<file path="src/design/ryp_pkg.sv">
`timescale 1ns / 1ps
`default_nettype none

package ryp_pkg;

  // Port field width of every sample and result
  localparam int unsigned FIELD_W = 16;

  // Quotient: 16 magnitude bits plus one overflow bit on top
  localparam int unsigned Q_BITS = 16;
  localparam int unsigned QW     = Q_BITS + 1;

  // Common denominator: 15625 * max_sample, < 2^30
  localparam int unsigned DEN_SCALE = 15625;
  localparam int unsigned DEN_W     = 30;
  localparam int unsigned DV_W      = DEN_W + 1;   // 2 * denominator
  localparam int unsigned NUM_W     = DV_W + Q_BITS;

  // Luma numerator is sum * 125 * 4096, doubled for rounding
  localparam int unsigned LUMA_MUL    = 125;
  localparam int unsigned LUMA_SHIFT  = 13;
  // Chroma numerator is sum * 16384, doubled for rounding
  localparam int unsigned CHROMA_SHIFT = 15;

  // BT.601 coefficients, luma in 1e-3, chroma in 32e-6 units
  localparam int unsigned COEF_Y_R  = 299;
  localparam int unsigned COEF_Y_G  = 587;
  localparam int unsigned COEF_Y_B  = 114;
  localparam int unsigned COEF_PB_R = 5273;    // negative
  localparam int unsigned COEF_PB_G = 10352;   // negative
  localparam int unsigned COEF_PB_B = 15625;
  localparam int unsigned COEF_PR_R = 15625;
  localparam int unsigned COEF_PR_G = 13084;   // negative
  localparam int unsigned COEF_PR_B = 2541;    // negative

  localparam logic [QW-1:0] LUMA_MAX = QW'(32768);
  localparam logic [QW-1:0] DIFF_MAX = QW'(16384);

  // Config space
  localparam int unsigned     CFG_AW         = 3;
  localparam logic            REG_MAX_SAMPLE = 1'b0;
  localparam logic [FIELD_W-1:0] MAX_SAMPLE_RST = FIELD_W'(255);

  typedef logic [NUM_W-1:0] num_t;
  typedef logic [DV_W-1:0]  dvs_t;
  typedef logic [QW-1:0]    quo_t;

endpackage

`default_nettype wire

</file>
<file path="src/design/ryp_div_lane.sv">
`timescale 1ns / 1ps
`default_nettype none

// Restoring divider, one quotient bit per stage, overflow bit first.
module ryp_div_lane (
  input  logic          clk,
  input  logic          en,
  input  ryp_pkg::num_t num_i,
  input  ryp_pkg::dvs_t dv_i,
  input  logic          neg_i,
  output ryp_pkg::quo_t quo_o,
  output logic          neg_o
);
  import ryp_pkg::*;

  num_t rem_r [QW-1];
  quo_t quo_r [QW];
  logic neg_r [QW];

  for (genvar j = 0; j < QW; j++) begin : g_step
    localparam int unsigned K = QW - 1 - j;
    num_t rem_in;
    num_t sub;
    quo_t quo_in;
    quo_t quo_nxt;
    logic neg_in;
    logic ge;

    if (j == 0) begin : g_first
      assign rem_in = num_i;
      assign quo_in = '0;
      assign neg_in = neg_i;
    end else begin : g_next
      assign rem_in = rem_r[j-1];
      assign quo_in = quo_r[j-1];
      assign neg_in = neg_r[j-1];
    end

    assign sub = NUM_W'(dv_i) << K;
    assign ge  = (rem_in >= sub);

    always_comb begin
      quo_nxt    = quo_in;
      quo_nxt[K] = ge;
    end

    always_ff @(posedge clk) begin
      if (en) begin
        quo_r[j] <= quo_nxt;
        neg_r[j] <= neg_in;
      end
    end

    if (j < QW - 1) begin : g_keep
      num_t rem_nxt;
      assign rem_nxt = ge ? (rem_in - sub) : rem_in;
      always_ff @(posedge clk) begin
        if (en) begin
          rem_r[j] <= rem_nxt;
        end
      end
    end
  end

  assign quo_o = quo_r[QW-1];
  assign neg_o = neg_r[QW-1];

endmodule

`default_nettype wire

</file>
<file path="config.mk">
export PLATFORM = sky130hd
export DESIGN_NAME = ryp_div_lane
export DESIGN_NICKNAME = d
export VERILOG_FILES = /design/src/design/ryp_pkg.sv /design/src/design/ryp_div_lane.sv
export SDC_FILE = /design/constraint.sdc
export NUM_CORES = 2
export LEC_CHECK = 0
export BUFFER_PORTS_ARGS = -buffer_cell sky130_fd_sc_hd__buf_2
export CAP_MARGIN = 20
export CORE_MARGIN = 1.5
export CORE_UTILIZATION = 60
export CTS_CLUSTER_SIZE = 28
export DETAILED_ROUTE_END_ITERATION = 7
export GPL_TIMING_DRIVEN = 0
export PLACE_DENSITY = 0.82
export SETUP_SLACK_MARGIN = 0.3
export SLEW_MARGIN = 25
export SYNTH_ARGS = -nofsm -noshare
export SYNTH_HDL_FRONTEND = slang
export SYNTH_SLANG_ARGS = --single-unit
</file>
<file path="constraint.sdc">
create_clock -name clk -period 4.7 [get_ports clk]
set_clock_uncertainty 0.05 [all_clocks]
set_input_delay 0.47 -clock clk [delete_from_list [all_inputs] [get_ports clk]]
set_output_delay 0.47 -clock clk [all_outputs]
set_load 0.01 [all_outputs]
</file>
==> results.py <==
metrics = {
    "run_status": {
        "outcome": "complete, no violations",
    },
    "layout": {
        "fill_cells": 7850,
        "drive_gt1_frac": 0.0798,
        "fin_util": 0.670,
        "area_growth_pct": 10.5,
        "multi_input_area_um2": 32900,
        "ff_latch_area_um2": 27700,
        "num-nets-final": 6973,
    },
    "routing": {
        "finalWirelength_um": 174000,
        "drt_iter0_drc": 5408,
        "drt-vias-per-instance": 6.41,
        "vias": 49992,
        "ant_nets": 0,
        "dr.pass1.iters": 7,
        "route.detailed.drc": 0,
        "wl_per_cell_um": 22.4,
    },
    "power_and_ir_drop": {
        "leakage_uw": 0.0265,
        "p_per_area_nw_per_um2": 643,
        "peakVddDrop_uv": 371,
    },
    "timing": {
        "tightest_slew_ns": 0.932,
        "fmax_mhz": 235,
        "rsz0062_at_grt": "true",
        "finalCriticalPeriod_ns": 4.25,
        "finalMaxSlewViolations": 0,
        "setup_ws_ns": 0.452,
        "finalHoldViolCount": 0,
        "fin_crit_sh": 0.904,
        "slew_headroom": 0.373,
        "fin_setup_tns_ns": 0,
        "setup_violations": 0,
    },
    "logic_synthesis": {
        "ys_async_sr_fraction": 0,
        "synth.net_count": 6729,
        "synth_cell_types": 99,
        "synth_area_leader_cell": "edfxtp_1",
        "ys_warn_count": 0,
        "seq_area_frac_synth": 0.447,
        "ys_top_cells_by_area": "edfxtp_1 (45%), ha_1 (11%), a21oi_1 (5.1%)",
        "synthCells": 6105,
        "synth_edf_count": 922,
        "syn_avg_cell_area_um2": 10.1,
        "ys_seq_elements": 922,
        "synth_top_cell_area_share": 0.447,
        "synth_ff_type": "edfxtp_1",
        "syn_area_um2": 61900,
    },
    "placement": {
        "dp_slack_ns": -0.878,
        "io_buffer_count": 98,
        "gp_congestion": 0.939,
        "hpwl_um": 128000,
    },
    "worst_setup_path": {
        "crit_required_ns": 5.08,
        "crit_type": "in2reg",
        "start_kind": "input port",
        "end_kind": "flop",
        "critPathMaxFanout": 17,
        "cp.arrival_ns": 4.63,
    },
    "clocking": {
        "cts_tree": "built",
        "cts_made_buffers": 100,
        "cts.root.buffer_cell": "clkbuf_16",
        "htree_levels": 3,
        "path_clk_slew_ns": 0.06,
        "clock-sinks": 922,
        "insertion_delay_ns": 0.71,
        "max-clock-path-buffers": 3,
    },
    "global_routing": {
        "first_global_vias": 47354,
        "grt_pass1_wl_um": 266000,
        "grt_usage": 0.328,
        "antenna_found_initial": 1,
        "grt_max_degree": 147,
        "overflow": 0,
    },
    "hold_path": {
        "hold_class": "in2reg",
    },
    "die": {
        "pin_count": 99,
        "start_util": 0.607,
        "rows": 117,
        "die_area_um2": 105000,
        "coreArea_um2": 102000,
        "dieWidth_um": 324,
        "fp.dieH_um": 324,
    },
    "job": {
        "drv_cap": 0,
    },
}
## layout by cell type (no fill, tap or decap), types with 87 or more instances in the layout
cell / synthesis / final
a21o_1: 277 / 277
nand3_1: 121 / 121
nand2_1: 575 / 575
o21ai_0: 523 / 523
xor2_1: 243 / 243
inv_1: 174 / 144
edfxtp_1: 922 / 922
a21oi_1: 625 / 618
buf_2: 29 / 126
nor2_1: 383 / 383
clkbuf_16: 0 / 100
xnor2_1: 289 / 289
clkbuf_1: 136 / 140
nor3_1: 89 / 87
ha_1: 527 / 527
nand4_1: 104 / 104
## flip-flops by register name (all words and copies together), names as in the netlist
register  flops
rem_r       752
quo_r       153
neg_r        17
## layer usage
metal	track usage	wire length (µm)
met3	0.0639	15000
met2	0.524	79600
met1	0.433	71200
met5	0	0
met4	0.148	8690
## Yosys cell counts, types with 14 or more instances
cell / count
nand4b_1: 17
or2_2: 14
a21o_1: 277
buf_2: 29
nor2_1: 383
o21ai_1: 21
nor3_1: 89
xnor2_1: 289
edfxtp_1: 922
or4_1: 19
a31oi_1: 41
nor2b_1: 82
nand4_1: 104
fa_1: 16
or3_1: 40
o21a_1: 63
nand3_1: 121
o31ai_1: 34
a21oi_1: 625
mux2_2: 72
clkbuf_1: 136
ha_1: 527
nor3b_1: 18
nand2_1: 575
xor2_1: 243
inv_1: 174
and2_1: 30
o211ai_1: 23
o21ai_0: 523
nand2b_1: 83
nor4_1: 71
o21bai_1: 55
a211oi_1: 44
a2111oi_0: 17
and3_1: 62
## cell families after synthesis
group                      Yosys count  synth area share
AOI/OAI and AO/OA                 1898             0.187
adders and majority gates          543             0.112
DFF                                922             0.447
and+or+nand+nor                   1773             0.141
xor gates and xnor gates           532            0.0753
muxes                               84            0.0152
buffers and inverters              353            0.0225
## power breakdown
| group | internal (µW) | switching [µW] | leakage, µW |
|---|---|---|---|
| combinational | 8820 | 12300 | 0.0160 |
| clock | 4650 | 3390 | 0.00159 |
| sequential | 12900 | 1860 | 0.00888 |
## worst max-delay path, stage by stage
cell      delay [ns]
buf_2           0.10
inv_2           0.55
ha_1            0.42
and3_1          0.21
a221oi_1        0.59
o211ai_1        0.23
a221o_1         0.36
and2_1          0.21
o21ai_1         0.13
nand2b_1        0.13
a311oi_2        0.43
clkbuf_1        0.53
nand2_1         0.11
o41ai_1         0.14
## area by class of cell
type	instances	share of cell area
diodes	2	0.0000732
clock buffers	119	0.0376
well taps	1368	0.0250
multi-input cells	4830	0.482
plain buffers	177	0.0110
flip-flops and latches	922	0.405
clock inverters	66	0.0109
inverters	176	0.00973
repair buffers	142	0.0191
## what timing repair did
action / CTS / global route
setup endpoints to repair: 238 / 235
buffers inserted: 0 / 1
gates cloned: 0 / 0
gates resized for setup: 10 / 45
hold buffers: 21 / 0
endpoints found under the hold margin: 21 / 0
pin swaps: 0 / 1
## worst paths after layout
kind | from | to | slack (ns) | depth (start not counted)
worst max register to register | rem_r[0][36] | rem_r[0][83] | 0.46 | 13
worst min-delay path | num_i[46] | rem_r[0][46] | 0.04 | 3
worst min register to register | quo_r[1][76] | quo_r[1][93] | 0.36 | 0
worst max-delay path | dv_i[2] | rem_r[0][33] | 0.45 | 14
## metrics by stage
step                      cell area, µm²  power [µW]  hold WS, ns  instances
after CTS                          68200       43500      0.00385       7799
final                              68400       43900       0.0393       7802
after detailed placement           64700       35200        0.355       7593
after floorplan                    61900       29800        0.350       6105
after global routing               68400       46600       0.0316       7800
after global placement             64100       34900        0.350       7571
(Power assumes the default switching activity.)
